File: config.mk
export PLATFORM = sky130hd
export DESIGN_NAME = rational_arith_unit
export DESIGN_NICKNAME = d
export VERILOG_FILES = /design/src/rtl/rau_pkg.sv /design/src/rtl/rational_arith_unit.sv /design/src/rtl/rau_mul.sv /design/src/rtl/rau_gcd.sv
export SDC_FILE = /design/constraint.sdc
export NUM_CORES = 2
export LEC_CHECK = 0
export BUFFER_PORTS_ARGS = -buffer_cell sky130_fd_sc_hd__buf_2
export CAP_MARGIN = 10
export CORE_ASPECT_RATIO = 0.8
export CORE_MARGIN = 2
export CORE_UTILIZATION = 55
export CTS_CLUSTER_SIZE = 30
export DETAILED_ROUTE_END_ITERATION = 10
export PLACE_DENSITY = 0.72
export SYNTH_ARGS = -nofsm -noshare
export SYNTH_HDL_FRONTEND = slang
export SYNTH_SLANG_ARGS = --single-unit
File: constraint.sdc
create_clock -name i_clk -period 12.9 [get_ports i_clk]
set_clock_uncertainty 0.05 [all_clocks]
set_input_delay 1.29 -clock i_clk [delete_from_list [all_inputs] [get_ports i_clk]]
set_output_delay 1.29 -clock i_clk [all_outputs]
set_load 0.01 [all_outputs]
File: src/rtl/rau_pkg.sv
// Shared types and constants for the rational arithmetic unit.
`default_nettype none

package rau_pkg;

    // Port widths fixed by the interface
    localparam int RAU_IN_W  = 32;
    localparam int RAU_RES_W = 64;
    localparam int RAU_OP_W  = 3;

    // Default operand width (low bits of each input port that are used)
    localparam int RAU_OPERAND_WIDTH = 32;

    // Status codes
    localparam logic STAT_OK       = 1'b0;
    localparam logic STAT_DEN_ZERO = 1'b1;

    // Operation codes
    typedef enum logic [RAU_OP_W-1:0] {
        OP_ADD = 3'd0,
        OP_SUB = 3'd1,
        OP_MUL = 3'd2,
        OP_DIV = 3'd3,
        OP_RED = 3'd4
    } t_op;

    // Top-level sequencer states
    typedef enum logic [2:0] {
        S_IDLE,
        S_MUL,
        S_RED_GO,
        S_RED_WAIT,
        S_OUT
    } t_state;

    // GCD / divide unit states
    typedef enum logic [1:0] {
        G_IDLE,
        G_SHIFT,
        G_LOOP,
        G_DIV
    } t_gcd_state;

    // Status from the GCD unit back to the sequencer
    typedef struct packed {
        logic done;  // one-cycle pulse, quotients valid
        logic zero;  // both magnitudes were zero
    } t_gcd_stat;

endpackage

`default_nettype wire

File: src/rtl/rational_arith_unit.sv
// Top level: sequencer for signed fraction add, subtract, multiply, divide and reduce.
// Usage:
//   Input channel: i_valid / o_stall carry one request (i_op, i_a_num, i_a_den,
//   i_b_num, i_b_den). Only the low OPERAND_WIDTH bits of each operand are used,
//   sign-extended. A request is taken when i_valid is high and o_stall low.
//   Output channel: o_valid / i_stall carry one result (o_res_num, o_res_den,
//   o_status); o_status is 1 when the result denominator is zero.
//   One request is in flight at a time; o_stall is high from acceptance until
//   the result has been moved into the output register.
//   Path from acceptance to o_valid:
//     add/sub with equal denominators, unused op codes: straight to the output stage
//     add/sub/mul/div: three products through the shared multiplier, one per
//       cycle, each registered
//     reduce: binary GCD, then OPERAND_WIDTH divide steps; the binary GCD
//       loop runs one shift or subtract per cycle.
//   The result waits in the output register while i_stall is high; a finished
//   computation holds in the sequencer until the register frees up.
//   Reset (i_rst_n low, synchronous) returns to idle and drops o_valid.
`default_nettype none

module rational_arith_unit #(
    parameter int OPERAND_WIDTH = rau_pkg::RAU_OPERAND_WIDTH
) (
    input  wire logic                                 i_clk,
    input  wire logic                                 i_rst_n,
    input  wire logic                                 i_valid,
    output logic                                      o_stall,
    input  wire logic [rau_pkg::RAU_OP_W-1:0]         i_op,
    input  wire logic signed [rau_pkg::RAU_IN_W-1:0]  i_a_num,
    input  wire logic signed [rau_pkg::RAU_IN_W-1:0]  i_a_den,
    input  wire logic signed [rau_pkg::RAU_IN_W-1:0]  i_b_num,
    input  wire logic signed [rau_pkg::RAU_IN_W-1:0]  i_b_den,
    output logic                                      o_valid,
    input  wire logic                                 i_stall,
    output logic signed [rau_pkg::RAU_RES_W-1:0]      o_res_num,
    output logic signed [rau_pkg::RAU_RES_W-1:0]      o_res_den,
    output logic                                      o_status
);
    import rau_pkg::*;

    localparam int W  = OPERAND_WIDTH;
    localparam int PW = 2 * W;
    localparam int RW = RAU_RES_W;

    t_state r_state, n_state;

    t_op                r_op;
    logic signed [W-1:0] r_an, r_ad, r_bn, r_bd;
    logic [1:0]          r_step;
    logic signed [PW-1:0] r_p0, r_p1;
    logic signed [RW-1:0] r_rn, r_rd;

    logic                 r_out_valid;
    logic signed [RW-1:0] r_out_num, r_out_den;
    logic                 r_out_status;

    logic signed [W-1:0]  w_an, w_ad, w_bn, w_bd;
    t_op                  w_op;
    logic                 w_accept;
    logic                 w_load;
    logic signed [W-1:0]  w_mul_a, w_mul_b;
    logic signed [PW-1:0] w_mul_p;
    logic                 w_gcd_start;
    t_gcd_stat            w_gcd_stat;
    logic [W-1:0]         w_qn, w_qd;

    // operand fields taken from the low bits of each port
    assign w_an     = i_a_num[W-1:0];
    assign w_ad     = i_a_den[W-1:0];
    assign w_bn     = i_b_num[W-1:0];
    assign w_bd     = i_b_den[W-1:0];
    assign w_op     = t_op'(i_op);
    assign w_accept = i_valid && (r_state == S_IDLE);
    assign w_load   = (r_state == S_OUT) && (!r_out_valid || !i_stall);

    // multiplier operand select: step 0 an*bd (an*bn for mul), 1 ad*bn, 2 ad*bd
    always_comb begin
        case (r_step)
            2'd0: begin
                w_mul_a = r_an;
                w_mul_b = (r_op == OP_MUL) ? r_bn : r_bd;
            end
            2'd1: begin
                w_mul_a = r_ad;
                w_mul_b = r_bn;
            end
            default: begin
                w_mul_a = r_ad;
                w_mul_b = r_bd;
            end
        endcase
    end

    rau_mul #(
        .OPERAND_WIDTH (W)
    ) u_mul (
        .i_clk (i_clk),
        .i_a   (w_mul_a),
        .i_b   (w_mul_b),
        .o_p   (w_mul_p)
    );

    assign w_gcd_start = (r_state == S_RED_GO);

    rau_gcd #(
        .OPERAND_WIDTH (W)
    ) u_gcd (
        .i_clk   (i_clk),
        .i_rst_n (i_rst_n),
        .i_start (w_gcd_start),
        .i_num   (r_an),
        .i_den   (r_ad),
        .o_stat  (w_gcd_stat),
        .o_qn    (w_qn),
        .o_qd    (w_qd)
    );

    // state register
    always_ff @(posedge i_clk) begin
        if (!i_rst_n) begin
            r_state <= S_IDLE;
        end else begin
            r_state <= n_state;
        end
    end

    // next state
    always_comb begin
        n_state = r_state;
        unique case (r_state)
            S_IDLE: begin
                if (i_valid) begin
                    unique case (w_op) inside
                        OP_ADD, OP_SUB: n_state = (w_ad == w_bd) ? S_OUT : S_MUL;
                        OP_MUL, OP_DIV: n_state = S_MUL;
                        OP_RED:         n_state = S_RED_GO;
                        default:        n_state = S_OUT;
                    endcase
                end
            end
            S_MUL: begin
                if (r_step == 2'd3) n_state = S_OUT;
            end
            S_RED_GO:   n_state = S_RED_WAIT;
            S_RED_WAIT: begin
                if (w_gcd_stat.done) n_state = S_OUT;
            end
            S_OUT: begin
                if (w_load) n_state = S_IDLE;
            end
            default: n_state = S_IDLE;
        endcase
    end

    // operand capture and result staging
    always_ff @(posedge i_clk) begin
        case (r_state)
            S_IDLE: begin
                if (w_accept) begin
                    r_op   <= w_op;
                    r_an   <= w_an;
                    r_ad   <= w_ad;
                    r_bn   <= w_bn;
                    r_bd   <= w_bd;
                    r_step <= 2'd0;
                    case (w_op)
                        // equal denominators: combine numerators directly
                        OP_ADD: begin
                            r_rn <= RW'(w_an) + RW'(w_bn);
                            r_rd <= RW'(w_ad);
                        end
                        OP_SUB: begin
                            r_rn <= RW'(w_an) - RW'(w_bn);
                            r_rd <= RW'(w_ad);
                        end
                        default: begin
                            r_rn <= '0;
                            r_rd <= '0;
                        end
                    endcase
                end
            end
            S_MUL: begin
                r_step <= r_step + 2'd1;
                if (r_step == 2'd1) r_p0 <= w_mul_p;
                if (r_step == 2'd2) r_p1 <= w_mul_p;
                if (r_step == 2'd3) begin
                    // third product arrives straight from the multiplier
                    case (r_op)
                        OP_ADD: begin
                            r_rn <= RW'(r_p0) + RW'(r_p1);
                            r_rd <= RW'(w_mul_p);
                        end
                        OP_SUB: begin
                            r_rn <= RW'(r_p0) - RW'(r_p1);
                            r_rd <= RW'(w_mul_p);
                        end
                        OP_MUL: begin
                            r_rn <= RW'(r_p0);
                            r_rd <= RW'(w_mul_p);
                        end
                        OP_DIV: begin
                            r_rn <= RW'(r_p0);
                            r_rd <= RW'(r_p1);
                        end
                        default: begin
                            r_rn <= '0;
                            r_rd <= '0;
                        end
                    endcase
                end
            end
            S_RED_WAIT: begin
                if (w_gcd_stat.done) begin
                    if (w_gcd_stat.zero) begin
                        // 0/0 passes through unchanged
                        r_rn <= RW'(r_an);
                        r_rd <= RW'(r_ad);
                    end else begin
                        r_rn <= r_an[W-1] ? -RW'(w_qn) : RW'(w_qn);
                        r_rd <= r_ad[W-1] ? -RW'(w_qd) : RW'(w_qd);
                    end
                end
            end
            default: ;
        endcase
    end

    // output register
    always_ff @(posedge i_clk) begin
        if (!i_rst_n) begin
            r_out_valid <= 1'b0;
        end else if (w_load) begin
            r_out_valid <= 1'b1;
        end else if (!i_stall) begin
            r_out_valid <= 1'b0;
        end
    end

    always_ff @(posedge i_clk) begin
        if (w_load) begin
            r_out_num    <= r_rn;
            r_out_den    <= r_rd;
            r_out_status <= (r_rd == '0) ? STAT_DEN_ZERO : STAT_OK;
        end
    end

    assign o_stall   = (r_state != S_IDLE);
    assign o_valid   = r_out_valid;
    assign o_res_num = r_out_num;
    assign o_res_den = r_out_den;
    assign o_status  = r_out_status;

endmodule

`default_nettype wire

File: src/rtl/rau_mul.sv
// Shared signed multiplier with a registered product.
`default_nettype none

module rau_mul #(
    parameter int OPERAND_WIDTH = 32
) (
    input  wire logic                            i_clk,
    input  wire logic signed [OPERAND_WIDTH-1:0] i_a,
    input  wire logic signed [OPERAND_WIDTH-1:0] i_b,
    output logic signed [2*OPERAND_WIDTH-1:0]    o_p
);
    import rau_pkg::*;

    localparam int PW = 2 * OPERAND_WIDTH;

    logic signed [PW-1:0] w_a;
    logic signed [PW-1:0] w_b;
    logic signed [PW-1:0] r_p;

    // sign-extend both operands so the product is exact in PW bits
    assign w_a = PW'(i_a);
    assign w_b = PW'(i_b);

    always_ff @(posedge i_clk) begin
        r_p <= w_a * w_b;
    end

    assign o_p = r_p;

endmodule

`default_nettype wire

File: src/rtl/rau_gcd.sv
// Binary GCD followed by a two-lane restoring divide of both magnitudes by the GCD.
`default_nettype none

module rau_gcd #(
    parameter int OPERAND_WIDTH = 32
) (
    input  wire logic                            i_clk,
    input  wire logic                            i_rst_n,
    input  wire logic                            i_start,
    input  wire logic signed [OPERAND_WIDTH-1:0] i_num,
    input  wire logic signed [OPERAND_WIDTH-1:0] i_den,
    output rau_pkg::t_gcd_stat                   o_stat,
    output logic [OPERAND_WIDTH-1:0]             o_qn,
    output logic [OPERAND_WIDTH-1:0]             o_qd
);
    import rau_pkg::*;

    localparam int W  = OPERAND_WIDTH;
    localparam int CW = $clog2(W);

    t_gcd_state r_state, n_state;

    logic [W-1:0]  r_u, r_v;       // GCD working pair
    logic [CW-1:0] r_k;            // common power of two
    logic [W-1:0]  r_g;            // final GCD (divisor)
    logic [W-1:0]  r_qn, r_qd;     // dividends, become quotients
    logic [W-1:0]  r_rem_n, r_rem_d;
    logic [CW-1:0] r_cnt;
    logic          r_done, r_zero;

    logic [W-1:0] w_mag_n, w_mag_d;
    logic [W-1:0] w_sh_n, w_sh_d;
    logic         w_ge_n, w_ge_d;
    logic         w_last;

    // magnitudes; the most negative value maps to 2^(W-1), which fits
    assign w_mag_n = i_num[W-1] ? W'(-i_num) : W'(i_num);
    assign w_mag_d = i_den[W-1] ? W'(-i_den) : W'(i_den);

    // one restoring divide step per lane; remainder stays below 2^(W-1)
    assign w_sh_n = {r_rem_n[W-2:0], r_qn[W-1]};
    assign w_sh_d = {r_rem_d[W-2:0], r_qd[W-1]};
    assign w_ge_n = (w_sh_n >= r_g);
    assign w_ge_d = (w_sh_d >= r_g);
    assign w_last = (r_cnt == CW'(W - 1));

    // state register
    always_ff @(posedge i_clk) begin
        if (!i_rst_n) begin
            r_state <= G_IDLE;
        end else begin
            r_state <= n_state;
        end
    end

    // next state
    always_comb begin
        n_state = r_state;
        unique case (r_state)
            G_IDLE: begin
                if (i_start) n_state = G_SHIFT;
            end
            G_SHIFT: begin
                if (r_u == '0 || r_v == '0) begin
                    n_state = ((r_u | r_v) == '0) ? G_IDLE : G_DIV;
                end else if (r_u[0] || r_v[0]) begin
                    n_state = G_LOOP;
                end
            end
            G_LOOP: begin
                if (r_v == '0) n_state = G_DIV;
            end
            G_DIV: begin
                if (w_last) n_state = G_IDLE;
            end
            default: n_state = G_IDLE;
        endcase
    end

    // done pulse
    always_ff @(posedge i_clk) begin
        if (!i_rst_n) begin
            r_done <= 1'b0;
        end else begin
            r_done <= ((r_state == G_SHIFT) && ((r_u | r_v) == '0))
                   || ((r_state == G_DIV) && w_last);
        end
    end

    // datapath
    always_ff @(posedge i_clk) begin
        case (r_state)
            G_IDLE: begin
                if (i_start) begin
                    r_u  <= w_mag_n;
                    r_v  <= w_mag_d;
                    r_qn <= w_mag_n;
                    r_qd <= w_mag_d;
                    r_k  <= '0;
                end
            end
            G_SHIFT: begin
                if (r_u == '0 || r_v == '0) begin
                    // gcd(x, 0) = x
                    r_g     <= r_u | r_v;
                    r_zero  <= ((r_u | r_v) == '0);
                    r_cnt   <= '0;
                    r_rem_n <= '0;
                    r_rem_d <= '0;
                end else if (!r_u[0] && !r_v[0]) begin
                    r_u <= r_u >> 1;
                    r_v <= r_v >> 1;
                    r_k <= r_k + CW'(1);
                end
            end
            G_LOOP: begin
                if (r_v == '0) begin
                    r_g     <= r_u << r_k;
                    r_zero  <= 1'b0;
                    r_cnt   <= '0;
                    r_rem_n <= '0;
                    r_rem_d <= '0;
                end else if (!r_u[0]) begin
                    r_u <= r_u >> 1;
                end else if (!r_v[0]) begin
                    r_v <= r_v >> 1;
                end else if (r_u > r_v) begin
                    // both odd: keep the smaller, replace other by the difference
                    r_u <= r_v;
                    r_v <= r_u - r_v;
                end else begin
                    r_v <= r_v - r_u;
                end
            end
            G_DIV: begin
                r_rem_n <= w_ge_n ? (w_sh_n - r_g) : w_sh_n;
                r_rem_d <= w_ge_d ? (w_sh_d - r_g) : w_sh_d;
                r_qn    <= {r_qn[W-2:0], w_ge_n};
                r_qd    <= {r_qd[W-2:0], w_ge_d};
                r_cnt   <= r_cnt + CW'(1);
            end
            default: ;
        endcase
    end

    assign o_stat = '{done: r_done, zero: r_zero};
    assign o_qn   = r_qn;
    assign o_qd   = r_qd;

endmodule

`default_nettype wire
==> results.cfg <==
[status]
status = completed

[timing]
layout_min_cycle_time_ns = 11.56
finalCritPeriodShare_pct = 89.59
setup_viol_count_final = 0
setup_tns_ns = 0
grt_setup_unrepaired = no
fmax_ghz = 0.08652
maxSlewViolCount = 0
worstMarginPinSlew_ns = 1.449
hold_viol = 0
maxSlewHeadroom_pct = 3.406

[clock_tree]
clkTransAtPathRegs_ns = 0.07
cts_tree = built
clkSinkCount = 822
clock_latency_ns = 0.74
postCtsSetupBuffers = 0
post_cts_resized = 0
cts_inserted_buffers = 88
htree_num_levels = 3
root_buffer = clkbuf_16
cts_hold_buf = 0
ctsLongestPathBuffers = 3

[die]
core_um2 = 154500
row_count = 129
die_height_um = 356.5
floorplan.io_pins = 266
die_x_um = 444.7
start_util_pct = 55.32
fp.dieArea_um2 = 158500

[finish]
final_nets = 10520
fill_cells = 13130
seqCellArea_um2 = 23970
syn_to_final_growth_pct = 8.136
multiInputGateArea_um2 = 55820
drive_gt1_share_pct = 8.798
fin_area_um2 = 92400

[yosys]
synth_ff_type = edfxtp_1
syn_inst = 8722
synth_top_cell_area_share_pct = 26.39
synthTopCellsByArea = edfxtp_1 26%, fa_1 25%, ha_1 6.7%
synth-edff-count = 751
postSynthNetCount = 10400
synth_common_cells = 1188 x inv_1, 1088 x fa_1, 997 x nor2_1, 838 x nand2_1, 751 x edfxtp_1
async_flop_share_pct = 0
synth.avg_cell_area_um2 = 9.796
synth_cell_types = 87
ys_seq_elements = 822
yosysWarnings = 0
yosysSeqAreaShare_pct = 28.06
synth_top_cell_by_area = edfxtp_1
netlist_area_um2 = 85440
yosys.cell_count.top_type = inv_1

[placed_design]
postPlaceCellArea_um2 = 89400
place_congestion = 1.122
io_buffers = 265
hpwl_um = 267700

[worst_setup_path]
arrival_ns = 12.09
crit_type = reg2reg
endpoint_kind = flip-flop
slowest_stage = a22o_1
worst_ep_required_time_ns = 13.43
cp-start-kind = flip-flop
critPathMaxFanout = 30
crit_path_frequent_cell = fa_1
slowest_delay_ns = 0.90

[detailed_routing]
drt_iter0_markers = 9696
viasPerCell = 6.464
firstDrtPassIters = 8
wirelength_um = 338600
route.detailed.drc = 0
wl_per_cell_um = 30.91
drt.antenna.violating_nets = 0
vias = 70810

[global_routing]
grtUsageTotal_pct = 42.39
antenna_found_initial = 25
busiest_layer = met1
grt_pass1_vias = 68600
grt-ovfl-total = 0
grt_max_degree = 129
use_met1_pct = 59.89
grtUsageMet2_pct = 53.73
grt_pass1_wl_um = 480200
use_met3_pct = 21.63

[flow_run]
max-cap-violations = 0

[worst_hold_path]
hp-class = reg2reg
-- placed cells by master, fill, tap and decap left out, types with 26 or more instances in the layout --
| cell type | netlist | layout |
|---|---|---|
| nand2_1 | 838 | 837 |
| a221oi_1 | 50 | 50 |
| xnor2_1 | 248 | 248 |
| o211ai_1 | 30 | 30 |
| buf_2 | 8 | 265 |
| nand4_1 | 63 | 63 |
| fa_1 | 1088 | 1088 |
| a31oi_1 | 44 | 43 |
| or4_1 | 28 | 28 |
| a22oi_1 | 132 | 119 |
| nor4_1 | 76 | 76 |
| edfxtp_1 | 751 | 751 |
| o21ai_0 | 336 | 334 |
| dfxtp_1 | 71 | 71 |
| ha_1 | 458 | 455 |
| nor2b_1 | 59 | 59 |
| nor3_1 | 83 | 81 |
| a211oi_1 | 49 | 49 |
| a21oi_1 | 419 | 415 |
| clkbuf_16 | 0 | 90 |
| mux2i_1 | 109 | 92 |
| mux2_2 | 77 | 77 |
| o21a_1 | 31 | 31 |
| buf_4 | 1 | 167 |
| a22o_1 | 32 | 32 |
| nand2b_1 | 46 | 45 |
| xor2_1 | 226 | 226 |
| nand3_1 | 102 | 102 |
| mux4_2 | 27 | 27 |
| or3_1 | 56 | 56 |
| inv_1 | 1188 | 1187 |
| o21bai_1 | 52 | 52 |
| and3_1 | 26 | 26 |
| o221ai_1 | 48 | 48 |
| o31ai_1 | 79 | 79 |
| nor2_1 | 997 | 992 |
| a21o_1 | 122 | 122 |
-- area by class of cell --
type / instances / area share [%]
diodes: 14 / 0.03792
clock inverters: 58 / 0.6229
flip-flops and latches: 822 / 25.95
inverters: 1190 / 4.843
multi-input cells: 6298 / 60.41
clock buffers: 107 / 2.528
well taps: 2030 / 2.749
repair buffers: 436 / 2.864
-- routing by layer --
layer  routed length [um]  vias up
li1                     -    29590
met1               134100    35140
met2               125800     5257
met3                60910      811
met4                17530       10
met5                  322        -
-- state kept, by name, summed over array words and instances, names as in the netlist, 64 cells and up, named ones only --
register   count
o_res_den     64
o_res_num     64
r_p0          64
r_p1          64
r_rd          64
r_rn          64
u_mul.o_p     64
-- path summary, 6_finish.rpt --
path,from,endpoint,slack (ns),cells after the start
setup reg to reg,r_step[0],u_mul.o_p[57],1.34,32
setup / recovery,r_step[0],u_mul.o_p[57],1.34,32
hold / removal,r_rn[34],o_res_num[34],0.36,0
hold reg to reg,r_rn[34],o_res_num[34],0.36,0
-- kinds of logic after synthesis --
| logic type | Yosys count | synth area share (%) |
|---|---|---|
| AND/OR/NAND/NOR | 2456 | 12.51 |
| AO/OA/AOI/OAI | 1602 | 12.23 |
| buffers and inverters | 1602 | 7.055 |
| adder cells (fa/ha/maj) | 1546 | 32.20 |
| flip-flops | 822 | 28.06 |
| XOR/XNOR | 474 | 4.859 |
| multiplexers | 220 | 3.096 |
-- worst max-delay path: cells and delay by family, from the launching register on --
family                   cells  cell delay (ns)
flip-flops                   1             0.45
AO/OA/AOI/OAI                6             2.57
buffers and inverters        7             0.57
XOR/XNOR                     1             0.15
adder cells (fa/ha/maj)     10             4.56
AND/OR/NAND/NOR              8             3.02
-- stage by stage --
stage | cells | util (%) | setup WS (ns) | hold WS [ns]
after detailed placement | 10770 | 57.87 | 1.635 | 0.3545
final | 10960 | 59.82 | 1.342 | 0.3611
after global placement | 10770 | 57.87 | 1.757 | 0.3509
after floorplan | 8722 | - | 1.805 | 0.3503
after CTS | 10940 | 59.76 | 1.641 | 0.3680
after global routing | 10950 | 59.81 | 1.074 | 0.3740
Power is left out: the tool's default activity adds up to more than one toggle a clock period on the data nets, which glitch-free logic cannot reach.
